File: src/ffsa_pkg.sv
// ----------------------------------------------------------------------------
// ffsa_pkg
// Shared constants and controller/datapath interface types of the
// first-fit segment allocator
// ----------------------------------------------------------------------------
package ffsa_pkg;

    // default configuration
    localparam int MAX_SEGMENTS_DEF   = 16;
    localparam int POOL_ADDR_BITS_DEF = 16;

    // fixed field widths
    localparam int SIZE_W   = 17;
    localparam int OFFSET_W = 16;
    localparam int POOL_W   = 17;
    localparam int STATUS_W = 2;

    localparam logic [POOL_W-1:0] POOL_RESET = 17'h10000;

    // request codes
    localparam logic CMD_ALLOC = 1'b0;
    localparam logic CMD_FREE  = 1'b1;

    // result status codes
    localparam logic [STATUS_W-1:0] ST_OK      = 2'd0;
    localparam logic [STATUS_W-1:0] ST_NO_ROOM = 2'd1;
    localparam logic [STATUS_W-1:0] ST_FULL    = 2'd2;
    localparam logic [STATUS_W-1:0] ST_UNKNOWN = 2'd3;

    // commands from the controller to the datapath
    typedef struct packed {
        logic                load_req;   // capture request, clear candidate
        logic                idx_clr;    // read index to entry zero
        logic                idx_top;    // read index to entry count
        logic                idx_after;  // read index past the matching entry
        logic                rd_fwd;     // read at index, step up
        logic                rd_bwd;     // read below index, step down
        logic                walk;       // advance candidate over read segment
        logic                ins_move;   // move read segment up one slot
        logic                ins_place;  // write new segment above read slot
        logic                put0;       // write new segment at entry zero
        logic                rem_move;   // move read segment down one slot
        logic                cnt_inc;
        logic                cnt_dec;
        logic                set_stat;
        logic [STATUS_W-1:0] stat_code;
        logic                out_load;   // load the result register
    } t_dp_cmd;

    // status from the datapath to the controller
    typedef struct packed {
        logic is_free;
        logic too_big;
        logic full;
        logic empty;
        logic fits;
        logic pv;        // read data valid
        logic last;      // read data is the last table entry
        logic above;     // read segment starts above candidate
        logic bottom;    // read data is entry zero
        logic hit;       // read segment starts at the freed offset
        logic at_end;    // read index reached the count
        logic idx_zero;
    } t_dp_stat;

endpackage

File: src/first_fit_segment_allocator_unit.sv
// ----------------------------------------------------------------------------
// first_fit_segment_allocator_unit
// First-fit allocator of segments in a byte pool, with a sorted segment table
// ----------------------------------------------------------------------------
// One transaction is handled at a time and gives exactly one result. An
// allocate walks the table through its single read port, then moves the
// entries that start above the new segment up one slot each and places the
// new segment. A free scans up to the matching entry and moves every entry
// behind it down one slot. Early rejects (size beyond the pool, full table,
// free on an empty table) skip the table. A new request is taken while the
// previous result still waits in the output register, but the next result
// is held back for as long as that result stays stalled.
module first_fit_segment_allocator_unit #(
    parameter int MAX_SEGMENTS   = ffsa_pkg::MAX_SEGMENTS_DEF,
    parameter int POOL_ADDR_BITS = ffsa_pkg::POOL_ADDR_BITS_DEF
) (
    input  logic                          i_clk,
    input  logic                          i_rst_n,
    input  logic                          i_cfg_wr_en,
    input  logic [ffsa_pkg::POOL_W-1:0]   i_cfg_wr_data,
    input  logic                          i_valid,
    output logic                          o_stall,
    input  logic                          i_cmd,
    input  logic [ffsa_pkg::SIZE_W-1:0]   i_req_size,
    input  logic [ffsa_pkg::OFFSET_W-1:0] i_free_offset,
    output logic                          o_valid,
    input  logic                          i_stall,
    output logic [ffsa_pkg::STATUS_W-1:0] o_status,
    output logic [ffsa_pkg::OFFSET_W-1:0] o_alloc_offset
);

    ffsa_pkg::t_dp_cmd  ctl;
    ffsa_pkg::t_dp_stat sts;

    // sequencer
    ffsa_ctrl u_ctrl (
        .i_clk   (i_clk),
        .i_rst_n (i_rst_n),
        .i_valid (i_valid),
        .i_stall (i_stall),
        .i_sts   (sts),
        .o_stall (o_stall),
        .o_valid (o_valid),
        .o_ctl   (ctl)
    );

    // table and arithmetic
    ffsa_datapath #(
        .MAX_SEGMENTS   (MAX_SEGMENTS),
        .POOL_ADDR_BITS (POOL_ADDR_BITS)
    ) u_datapath (
        .i_clk          (i_clk),
        .i_rst_n        (i_rst_n),
        .i_cfg_wr_en    (i_cfg_wr_en),
        .i_cfg_wr_data  (i_cfg_wr_data),
        .i_cmd          (i_cmd),
        .i_req_size     (i_req_size),
        .i_free_offset  (i_free_offset),
        .i_ctl          (ctl),
        .o_sts          (sts),
        .o_status       (o_status),
        .o_alloc_offset (o_alloc_offset)
    );

endmodule

File: src/ffsa_datapath.sv
// ----------------------------------------------------------------------------
// ffsa_datapath
// Segment table memory, request registers, candidate walk arithmetic and
// result register of the first-fit segment allocator
// ----------------------------------------------------------------------------
module ffsa_datapath #(
    parameter int MAX_SEGMENTS   = ffsa_pkg::MAX_SEGMENTS_DEF,
    parameter int POOL_ADDR_BITS = ffsa_pkg::POOL_ADDR_BITS_DEF
) (
    input  logic                          i_clk,
    input  logic                          i_rst_n,
    input  logic                          i_cfg_wr_en,
    input  logic [ffsa_pkg::POOL_W-1:0]   i_cfg_wr_data,
    input  logic                          i_cmd,
    input  logic [ffsa_pkg::SIZE_W-1:0]   i_req_size,
    input  logic [ffsa_pkg::OFFSET_W-1:0] i_free_offset,
    input  ffsa_pkg::t_dp_cmd             i_ctl,
    output ffsa_pkg::t_dp_stat            o_sts,
    output logic [ffsa_pkg::STATUS_W-1:0] o_status,
    output logic [ffsa_pkg::OFFSET_W-1:0] o_alloc_offset
);

    // offsets and ends reach 2^POOL_ADDR_BITS
    localparam int AW   = POOL_ADDR_BITS + 1;
    localparam int CW   = ((AW > ffsa_pkg::SIZE_W) ? AW : ffsa_pkg::SIZE_W) + 1;
    localparam int EW   = 2 * AW;
    localparam int CNTW = $clog2(MAX_SEGMENTS + 1);
    localparam int IW   = (MAX_SEGMENTS > 1) ? $clog2(MAX_SEGMENTS) : 1;
    localparam logic [CW-1:0] SPAN = CW'(1) << POOL_ADDR_BITS;

    // table entry: {offset, end}
    logic [EW-1:0] mem [MAX_SEGMENTS];

    logic [ffsa_pkg::POOL_W-1:0]   r_pool;
    logic                          r_cmd;
    logic [ffsa_pkg::SIZE_W-1:0]   r_size;
    logic [ffsa_pkg::OFFSET_W-1:0] r_foff;
    logic [AW-1:0]                 r_cand;
    logic [CNTW-1:0]               r_count;
    logic [CNTW-1:0]               r_idx;
    logic                          r_pv;
    logic [IW-1:0]                 r_pidx;
    logic [EW-1:0]                 r_rd;
    logic [ffsa_pkg::STATUS_W-1:0] r_stat;
    logic [ffsa_pkg::STATUS_W-1:0] r_out_status;
    logic [ffsa_pkg::OFFSET_W-1:0] r_out_offset;

    logic [CW-1:0]   pool_ext;
    logic [CW-1:0]   pool_eff;
    logic [CW-1:0]   size_ext;
    logic [CW-1:0]   cand_ext;
    logic [CW-1:0]   cand_end;
    logic [CW-1:0]   rd_off_ext;
    logic [CW-1:0]   rd_end_ext;
    logic            overlap;
    logic [CNTW-1:0] idx_dn;
    logic [CNTW-1:0] pidx_ext;
    logic            rd_en;
    logic [IW-1:0]   rd_addr;
    logic [IW-1:0]   pidx_up;
    logic [IW-1:0]   pidx_dn;
    logic [EW-1:0]   new_seg;
    logic            wr_en;
    logic [IW-1:0]   wr_addr;
    logic [EW-1:0]   wr_data;

    // candidate and fit arithmetic
    assign pool_ext   = CW'(r_pool);
    assign pool_eff   = (pool_ext > SPAN) ? SPAN : pool_ext;
    assign size_ext   = CW'(r_size);
    assign cand_ext   = CW'(r_cand);
    assign cand_end   = cand_ext + size_ext;
    assign rd_off_ext = CW'(r_rd[EW-1:AW]);
    assign rd_end_ext = CW'(r_rd[AW-1:0]);
    assign overlap    = !((cand_end <= rd_off_ext) || (cand_ext >= rd_end_ext));
    assign new_seg    = {r_cand, cand_end[AW-1:0]};
    assign idx_dn     = r_idx - CNTW'(1);
    assign pidx_ext   = CNTW'(r_pidx);
    assign pidx_up    = r_pidx + IW'(1);
    assign pidx_dn    = r_pidx - IW'(1);

    // status toward the controller
    always_comb begin
        o_sts.is_free  = (r_cmd == ffsa_pkg::CMD_FREE);
        o_sts.too_big  = (size_ext > pool_eff);
        o_sts.full     = (r_count == CNTW'(MAX_SEGMENTS));
        o_sts.empty    = (r_count == '0);
        o_sts.fits     = (cand_end <= pool_eff);
        o_sts.pv       = r_pv;
        o_sts.last     = r_pv && ((pidx_ext + CNTW'(1)) == r_count);
        o_sts.above    = r_pv && (rd_off_ext > cand_ext);
        o_sts.bottom   = (r_pidx == '0);
        o_sts.hit      = r_pv && (rd_off_ext == CW'(r_foff));
        o_sts.at_end   = (r_idx == r_count);
        o_sts.idx_zero = (r_idx == '0);
    end

    // table read port, registered data
    assign rd_en   = i_ctl.rd_fwd || i_ctl.rd_bwd;
    assign rd_addr = i_ctl.rd_fwd ? r_idx[IW-1:0] : idx_dn[IW-1:0];

    always_ff @(posedge i_clk) begin
        if (rd_en) begin
            r_rd   <= mem[rd_addr];
            r_pidx <= rd_addr;
        end
    end

    // table write port: shifts and placement of the new segment
    always_comb begin
        wr_en   = 1'b1;
        wr_addr = pidx_up;
        wr_data = r_rd;
        if (i_ctl.ins_move) begin
            wr_addr = pidx_up;
            wr_data = r_rd;
        end else if (i_ctl.ins_place) begin
            wr_addr = pidx_up;
            wr_data = new_seg;
        end else if (i_ctl.put0) begin
            wr_addr = '0;
            wr_data = new_seg;
        end else if (i_ctl.rem_move) begin
            wr_addr = pidx_dn;
            wr_data = r_rd;
        end else begin
            wr_en = 1'b0;
        end
    end

    always_ff @(posedge i_clk) begin
        if (wr_en) begin
            mem[wr_addr] <= wr_data;
        end
    end

    // control registers: pool size, count, read index
    always_ff @(posedge i_clk) begin
        if (!i_rst_n) begin
            r_pool  <= ffsa_pkg::POOL_RESET;
            r_count <= '0;
            r_idx   <= '0;
            r_pv    <= 1'b0;
        end else begin
            if (i_cfg_wr_en) begin
                r_pool <= i_cfg_wr_data;
            end
            if (i_ctl.cnt_inc) begin
                r_count <= r_count + CNTW'(1);
            end else if (i_ctl.cnt_dec) begin
                r_count <= r_count - CNTW'(1);
            end
            if (i_ctl.idx_clr) begin
                r_idx <= '0;
            end else if (i_ctl.idx_top) begin
                r_idx <= r_count;
            end else if (i_ctl.idx_after) begin
                r_idx <= pidx_ext + CNTW'(1);
            end else if (i_ctl.rd_fwd) begin
                r_idx <= r_idx + CNTW'(1);
            end else if (i_ctl.rd_bwd) begin
                r_idx <= idx_dn;
            end
            r_pv <= rd_en;
        end
    end

    // request, candidate and result payload
    always_ff @(posedge i_clk) begin
        if (i_ctl.load_req) begin
            r_cmd  <= i_cmd;
            r_size <= i_req_size;
            r_foff <= i_free_offset;
            r_cand <= '0;
        end else if (i_ctl.walk && r_pv && overlap) begin
            r_cand <= r_rd[AW-1:0];
        end
        if (i_ctl.set_stat) begin
            r_stat <= i_ctl.stat_code;
        end
        if (i_ctl.out_load) begin
            r_out_status <= r_stat;
            if ((r_stat == ffsa_pkg::ST_OK) && (r_cmd == ffsa_pkg::CMD_ALLOC)) begin
                r_out_offset <= ffsa_pkg::OFFSET_W'(r_cand);
            end else begin
                r_out_offset <= '0;
            end
        end
    end

    assign o_status       = r_out_status;
    assign o_alloc_offset = r_out_offset;

endmodule

File: src/ffsa_ctrl.sv
// ----------------------------------------------------------------------------
// ffsa_ctrl
// Sequencer of the first-fit segment allocator: walks the table for an
// allocate or free transaction and hands the result to the output register
// ----------------------------------------------------------------------------
module ffsa_ctrl (
    input  logic               i_clk,
    input  logic               i_rst_n,
    input  logic               i_valid,
    input  logic               i_stall,
    input  ffsa_pkg::t_dp_stat i_sts,
    output logic               o_stall,
    output logic               o_valid,
    output ffsa_pkg::t_dp_cmd  o_ctl
);

    localparam logic [3:0] S_IDLE   = 4'd0;
    localparam logic [3:0] S_CHECK  = 4'd1;
    localparam logic [3:0] S_WALK   = 4'd2;
    localparam logic [3:0] S_FIT    = 4'd3;
    localparam logic [3:0] S_INSERT = 4'd4;
    localparam logic [3:0] S_PUT    = 4'd5;
    localparam logic [3:0] S_SCAN   = 4'd6;
    localparam logic [3:0] S_REMOVE = 4'd7;
    localparam logic [3:0] S_FIN    = 4'd8;

    logic [3:0] r_state;
    logic [3:0] n_state;
    logic       r_ovld;
    logic       n_ovld;

    // next state and datapath commands
    always_comb begin
        n_state = r_state;
        o_ctl   = '0;
        unique case (r_state)
            S_IDLE: begin
                if (i_valid) begin
                    o_ctl.load_req = 1'b1;
                    n_state        = S_CHECK;
                end
            end
            S_CHECK: begin
                if (!i_sts.is_free) begin
                    if (i_sts.too_big) begin
                        o_ctl.set_stat  = 1'b1;
                        o_ctl.stat_code = ffsa_pkg::ST_NO_ROOM;
                        n_state         = S_FIN;
                    end else if (i_sts.full) begin
                        o_ctl.set_stat  = 1'b1;
                        o_ctl.stat_code = ffsa_pkg::ST_FULL;
                        n_state         = S_FIN;
                    end else if (i_sts.empty) begin
                        n_state = S_FIT;
                    end else begin
                        o_ctl.idx_clr = 1'b1;
                        n_state       = S_WALK;
                    end
                end else if (i_sts.empty) begin
                    o_ctl.set_stat  = 1'b1;
                    o_ctl.stat_code = ffsa_pkg::ST_UNKNOWN;
                    n_state         = S_FIN;
                end else begin
                    o_ctl.idx_clr = 1'b1;
                    n_state       = S_SCAN;
                end
            end
            // candidate walk over the sorted table
            S_WALK: begin
                o_ctl.walk   = 1'b1;
                o_ctl.rd_fwd = !i_sts.at_end;
                if (i_sts.last) begin
                    n_state = S_FIT;
                end
            end
            S_FIT: begin
                if (!i_sts.fits) begin
                    o_ctl.set_stat  = 1'b1;
                    o_ctl.stat_code = ffsa_pkg::ST_NO_ROOM;
                    n_state         = S_FIN;
                end else if (i_sts.empty) begin
                    o_ctl.put0      = 1'b1;
                    o_ctl.cnt_inc   = 1'b1;
                    o_ctl.set_stat  = 1'b1;
                    o_ctl.stat_code = ffsa_pkg::ST_OK;
                    n_state         = S_FIN;
                end else begin
                    o_ctl.idx_top = 1'b1;
                    n_state       = S_INSERT;
                end
            end
            // shift entries up from the top until the slot is found
            S_INSERT: begin
                o_ctl.rd_bwd = !i_sts.idx_zero;
                if (i_sts.pv) begin
                    if (i_sts.above) begin
                        o_ctl.ins_move = 1'b1;
                        if (i_sts.bottom) begin
                            n_state = S_PUT;
                        end
                    end else begin
                        o_ctl.ins_place = 1'b1;
                        o_ctl.cnt_inc   = 1'b1;
                        o_ctl.set_stat  = 1'b1;
                        o_ctl.stat_code = ffsa_pkg::ST_OK;
                        n_state         = S_FIN;
                    end
                end
            end
            S_PUT: begin
                o_ctl.put0      = 1'b1;
                o_ctl.cnt_inc   = 1'b1;
                o_ctl.set_stat  = 1'b1;
                o_ctl.stat_code = ffsa_pkg::ST_OK;
                n_state         = S_FIN;
            end
            // search for the freed offset
            S_SCAN: begin
                if (i_sts.hit) begin
                    o_ctl.idx_after = 1'b1;
                    n_state         = S_REMOVE;
                end else begin
                    o_ctl.rd_fwd = !i_sts.at_end;
                    if (i_sts.last) begin
                        o_ctl.set_stat  = 1'b1;
                        o_ctl.stat_code = ffsa_pkg::ST_UNKNOWN;
                        n_state         = S_FIN;
                    end
                end
            end
            // close the gap by shifting later entries down
            S_REMOVE: begin
                o_ctl.rd_fwd   = !i_sts.at_end;
                o_ctl.rem_move = i_sts.pv;
                if (i_sts.at_end) begin
                    o_ctl.cnt_dec   = 1'b1;
                    o_ctl.set_stat  = 1'b1;
                    o_ctl.stat_code = ffsa_pkg::ST_OK;
                    n_state         = S_FIN;
                end
            end
            S_FIN: begin
                if (!r_ovld || !i_stall) begin
                    o_ctl.out_load = 1'b1;
                    n_state        = S_IDLE;
                end
            end
            default: begin
                n_state = S_IDLE;
            end
        endcase
    end

    // output register occupancy
    always_comb begin
        n_ovld = r_ovld;
        if (o_ctl.out_load) begin
            n_ovld = 1'b1;
        end else if (r_ovld && !i_stall) begin
            n_ovld = 1'b0;
        end
    end

    always_ff @(posedge i_clk) begin
        if (!i_rst_n) begin
            r_state <= S_IDLE;
            r_ovld  <= 1'b0;
        end else begin
            r_state <= n_state;
            r_ovld  <= n_ovld;
        end
    end

    assign o_stall = (r_state != S_IDLE);
    assign o_valid = r_ovld;

endmodule

File: config.mk
export PLATFORM = sky130hd
export DESIGN_NAME = first_fit_segment_allocator_unit
export DESIGN_NICKNAME = d
export VERILOG_FILES = /design/src/ffsa_pkg.sv /design/src/first_fit_segment_allocator_unit.sv /design/src/ffsa_datapath.sv /design/src/ffsa_ctrl.sv
export SDC_FILE = /design/constraint.sdc
export NUM_CORES = 1
export LEC_CHECK = 0
export BUFFER_PORTS_ARGS = -buffer_cell sky130_fd_sc_hd__clkbuf_2
export CORE_UTILIZATION = 50
export CTS_CLUSTER_SIZE = 20
export DETAILED_ROUTE_END_ITERATION = 10
export GPL_TIMING_DRIVEN = 1
export PLACE_DENSITY = 0.72
export SLEW_MARGIN = 10
export SYNTH_ARGS = -nofsm -noshare
export SYNTH_HDL_FRONTEND = slang
export SYNTH_HIERARCHICAL = 1
export SYNTH_SLANG_ARGS = --single-unit
File: constraint.sdc
create_clock -name i_clk -period 7.5 [get_ports i_clk]
set_input_delay 0.75 -clock i_clk [delete_from_list [all_inputs] [get_ports i_clk]]
set_output_delay 0.75 -clock i_clk [all_outputs]
set_load 0.1 [all_outputs]
# Yosys cells after proc, flatten, opt, wreduce, memory -nomap -nowiden
# Memories as Yosys holds them, arrays and structs flattened. A register that Yosys moved wholly into a read port is not among the register bits.
# Index checks and enable logic that the tools add are counted.
totals:
  register_bits: 108
  latchBits: 0
  ram_bits: 544
  rom_bits: 0
  inputBits: 56
  word_cells: 157
  n_memories: 1
classes:
  addsub: 8
  mul: 0
  div_mod_pow: 0
  magnitude_cmp: 6
  eq_ne: 19
  shift: 0
  mux: 80
  bitwise_logic: 2
  reduce_logical: 27
mem_list:
  columns: ["name", "depth", "width", "read_ports", "rd_clocked_by_memory_dff", "write_ports", "line", "rtl"]
  rows:
  - ["u_datapath.mem", 16, 34, 1, 1, 1, "ffsa_datapath.sv:32", "logic [EW-1:0] mem [MAX_SEGMENTS];"]
op_table:
  columns: ["op", "count"]
  rows:
  - ["two-way mux 34 bit", 3]
  - ["two-way mux 4 bit", 21]
  - ["case mux 4 bit (9 select lines)", 1]
  - ["two-way mux 1 bit", 32]
  - ["two-way mux 3 bit", 10]
  - ["two-way mux 5 bit", 6]
  - ["adder 17 x 17 -> 18 bit", 1]
  - ["> comparator 17 x 18 -> 1 bit", 1]
  - ["<= comparator 18 x 17 -> 1 bit", 1]
  - ["<= comparator 18 bit", 1]
  - ["case mux 3 bit (6 select lines)", 1]
  - ["equality test 17 x 16 -> 1 bit", 1]
  - ["greater-or-equal comparator 17 bit", 1]
  - ["> comparator 17 bit", 1]
  - ["> comparator 17 bit, second input constant", 1]
  - ["two-way mux 17 bit", 1]
  - ["equality test 4 x 3 -> 1 bit, second input constant", 4]
  - ["adder 5 x 1 -> 5 bit, second input constant", 2]
  - ["equality test 5 bit", 2]
  - ["logical NOT 5 bit", 2]
  - ["subtractor 5 x 1 -> 5 bit, second input constant", 2]
  - ["equality test 4 x 2 -> 1 bit, second input constant", 2]
  - ["logical NOT 4 bit", 2]
  - ["nonzero test 4 bit", 2]
  - ["20 further kinds", 41]

# Logic depth before layout (Yosys ltp)
logic_depth:
  depth_word: 10
  depth_mapped: 30
  mapped_depth_nobuf: 30

# Cells and area by module
# The synthesis kept the hierarchy.
by_module_without_submodules:
  columns: ["module", "instances", "cells_per_inst", "area_each_um2", "seq_area_each_um2"]
  rows:
  - ["ffsa_datapath", 1, 2140, 29871.1, 19999.2]
  - ["ffsa_ctrl", 1, 89, 620.6, 100.1]

# Least setup slack after synthesis
# OpenSTA, ideal clock, no wires.
synth_path:
  kind: "register to register"
  start: "reg u_datapath.r_cand[0]"
  end: "mem u_datapath/mem[8][0] in the netlist's numbering, enable pin"
  setup_time_ns: 0.425
  arrival_time_ns: 5.542
  slack_ns: 1.533
  path_stages_with_launch: 26
  n_path_buf: 0
  period_less_slack_ns: 5.967
  path_cell_list: "dfxtp_1 ha_1 inv_1 fa_1 nor2b_1 o211ai_1 a21boi_0 nor2_1 o221ai_1 a21oi_1 xnor2_1 ha_1 a21o_1 a21o_1 a21oi_1 nor2b_1 o21ai_0 a21oi_1 nor3_1 nand4b_1 o21ai_0 and3b_1 o21ai_0 a22oi_1 nand2_1 nor2_1"
synth_lines:
  columns: ["item", "line", "rtl"]
  rows:
  - ["start, declared", "ffsa_datapath.sv:38", "logic [AW-1:0] r_cand;"]
  - ["start signal, assigned", "ffsa_datapath.sv:176", "r_cand <= r_rd[AW-1:0];"]
  - ["end, declared", "ffsa_datapath.sv:32", null]

==> flow_metrics.tcl <==
set metrics [dict create \
    synth_enable_flop_cells 636 \
    initial_utilization_pct 50.5 \
    final_max_slew_viol_count 0 \
    area_delta_synth_final_pct 12.1 \
    seq_area_frac_synth_pct 65.9 \
    cp_data_arrival_time_ns 6.99 \
    rsz0062_at_grt "no" \
    drt-wirelength-per-cell_um 23.6 \
    grt_pass1_vias 18400 \
    routed_wl_um 74500 \
    antenna_left 0 \
    dp_cells 3029 \
    critPathKind "register to register" \
    place_hpwl_um 48300 \
    place_area_mm2 0.0320 \
    die_y_um 249 \
    grt_max_degree 147 \
    relSlewSlack_pct 12.4 \
    die_w_um 249 \
    viasPerCell 6.01 \
    rows 90 \
    grt_first_pass_wirelength_um 113000 \
    cts.repair.resized 0 \
    min_path_type "input pin to register" \
    cts_tree "done" \
    antenna_cells 0 \
    final_area_mm2 0.0342 \
    final_core_util_pct 56.6 \
    fin_cells 3154 \
    syn_area_mm2 0.0305 \
    cts_setup_buffers 0 \
    first_pass_iters 6 \
    drtIter0Drc 2219 \
    nNetsFinal 2486 \
    clk_path_buf_depth 3 \
    vdd_drop_max_uv 148 \
    worstMarginPinSlew_ns 1.31 \
    tns_ns 0 \
    synth_cell_types 74 \
    layout-drive-gt1-share_pct 14.5 \
    period_minus_slack_ns 6.72 \
    routed-via-count 19000 \
    p_total_mw 8.67 \
    min_from "i_free_offset[4]" \
    hold_viol 0 \
    place.gp.congestion 0.968 \
    antenna_found_initial 2 \
    fin_hold_ws_ns 0.314 \
    dp_slack_ns 0.878 \
    min_to "u_datapath/r_foff[4]" \
    post-route-period-util_pct 89.5 \
    crit_path_end_kind "register" \
    cts_made_buffers 69 \
    reg2reg_depth 26 \
    syn_nets 2397 \
    fillers 4641 \
    cts_hold_buf 0 \
    hold_depth 1 \
    io_pins 76 \
    start_kind "register" \
    synth_ff_type "edfxtp_1" \
    drc 0 \
    power_leakage_nw 11.9 \
    die-area_mm2 0.0620 \
    multi_input_area_mm2 0.00975 \
    outcome "finished, final reports clean" \
    root_buffer "clkbuf_16" \
    crit_required_ns 7.77 \
    finalSetupViolCount 0 \
    synth_cells 2229 \
    synth_seq_cells 686 \
    core_mm2 0.0604 \
    drv_cap 0 \
    r2r_setup_slack_ns 0.78 \
    area.sequential_mm2 0.0201 \
    reg2reg_from "u_datapath/r_cand[0]" \
    path_clk_slew_ns 0.07 \
    grt-ovfl-total 0 \
    cts_htree_levels 3 \
    synth.avg_cell_area_um2 13.7 \
    crit_fanout 25 \
    fin_skew_ns 0.0256 \
    ys_async_sr_fraction_pct 0 \
    p_per_area_mw_per_mm2 254 \
    cts.sinks 686 \
    clk_latency_ns 0.62 \
    r2r_end "u_datapath/mem[11][16]" \
    fmaxAchievable_mhz 149 \
    ys_warn_count 6 \
    portBuffers 75 \
    setup_slack_ns 0.784 \
    track_usage_pct 24.0 \
]
==> cell type report <==
cell class	count	share of cell area (%)
tap	782	2.86
clock buffer	89	5.48
inverter	76	0.842
timing repair buffer	135	2.60
clock inverter	36	0.875
multi-input combinational	1350	28.5
sequential	686	58.8
==> logic make-up (layout without fill, tap and decap cells) <==
kind of cell,Yosys count,in the layout,synth area share [%]
buffers and inverters,193,336,2.67
multiplexers,120,120,6.78
flip-flops,686,686,65.9
AND/OR/NAND/NOR,778,778,11.8
AO/OA/AOI/OAI,290,290,6.69
XOR/XNOR,50,50,1.46
adder cells (fa/ha/maj),112,112,4.65
==> state kept, by name, indices dropped and copies added, names as in the netlist <==
name                       count
u_ctrl/o_valid                 1
u_datapath/r_stat              2
u_datapath/r_pool             17
u_datapath/r_pv                1
u_datapath/r_foff             16
u_datapath/o_status            2
u_datapath/r_count             5
u_datapath/r_rd               34
u_datapath/r_pidx              4
u_datapath/r_cand             17
u_datapath/r_cmd               1
u_datapath/r_size             17
u_datapath/mem               544
u_datapath/r_idx               5
u_ctrl/r_state                 4
u_datapath/o_alloc_offset     16
==> cells in the mapped netlist (7+ instances only) <==
library cell | n | area share (%)
a211oi_1 | 7 | 0.17
mux2_2 | 12 | 0.44
nor2_1 | 64 | 0.79
and3_1 | 37 | 0.76
buf_1 | 8 | 0.098
o21a_1 | 7 | 0.17
a21o_1 | 19 | 0.47
o21ai_0 | 48 | 0.79
nand3_1 | 86 | 1.4
nand4_1 | 16 | 0.33
a31oi_1 | 38 | 0.78
a311oi_1 | 68 | 2.0
buf_4 | 9 | 0.22
mux2i_1 | 40 | 1.3
dfxtp_1 | 50 | 3.3
xnor2_1 | 20 | 0.57
o211ai_1 | 8 | 0.20
mux4_2 | 68 | 5.0
buf_2 | 26 | 0.43
o31ai_1 | 10 | 0.25
xor2_1 | 29 | 0.83
nand2_1 | 415 | 5.1
nor4_1 | 15 | 0.31
inv_1 | 73 | 0.90
nand2b_1 | 44 | 0.90
and2_1 | 22 | 0.45
edfxtp_1 | 636 | 63
clkbuf_1 | 72 | 0.89
nor3_1 | 17 | 0.28
ha_1 | 110 | 4.5
nor2b_1 | 30 | 0.62
a21oi_1 | 43 | 0.71
==> critical path, stage by stage, from the launching register on <==
cell and delay, ns:
dfxtp_1 0.40, ha_1 0.19, inv_1 0.05, fa_1 0.39, nor2b_1 0.17, o211ai_1 0.12, a21boi_0 0.36, nor2_1 0.13
o221ai_1 0.33, a21oi_1 0.15, xnor2_1 0.18, ha_1 0.20, a21o_1 0.17, a21o_1 0.18, a21oi_1 0.14, nor2b_1 0.05
o21ai_0 0.15, a21oi_1 0.09, nor3_1 0.58, nand4b_1 0.17, o21ai_0 0.10, and3b_1 0.45, o21ai_0 0.22, a22oi_1 0.29
nand2_1 0.29, nor2_4 0.38, buf_4 0.40
==> where the power goes <==
part,internal [mW],switching (mW)
clock,1.91,1.42
combinational,0.314,0.672
sequential,4.29,0.0770
==> placed cells by master, fill, tap and decap left out, drive strengths merged, types with 7 or more instances in the layout <==
cell    Yosys  routed
mux4       68      68
o21a        7       7
a21oi      44      44
nand3      86      86
mux2       12      12
clkbuf     72     164
a21o       21      21
nand2     416     416
a211oi      8       8
dfxtp      50      50
inv        75      77
a31oi      38      38
xnor2      20      20
buf        45      60
o211ai      8       8
clkinv      1      30
and3       37      37
o31ai      10      10
nand4      16      16
xor2       30      30
nor2       64      64
nand2b     44      44
and2       22      22
ha        110     110
a311oi     68      68
nor4       15      15
nor3       17      17
mux2i      40      40
o21ai      48      48
nor2b      30      30
edfxtp    636     636
==> worst max path at each step <==
| stage | startpoint | depth (start not counted) | to |
|---|---|---|---|
| final | u_datapath/r_cand[0] | 26 | u_datapath/mem[11][16] |
| after global placement | u_datapath/r_cand[0] | 25 | u_datapath/mem[2][8] |
| after floorplan | u_datapath/r_cand[0] | 25 | u_datapath/mem[8][0] |
| after global routing | u_datapath/r_cand[0] | 25 | u_datapath/mem[11][0] |
| after detailed placement | u_datapath/r_cand[0] | 25 | u_datapath/mem[11][1] |
| after CTS | u_datapath/r_cand[0] | 26 | u_datapath/mem[11][16] |
==> metal layers <==
metal	GRT usage [%]	part of all wire, %
met5	0	0.013
met3	4.49	8.4
met1	33.2	41
met4	7.83	2.7
met2	38.5	48
Note: power is estimated with default switching activity, not from simulation.
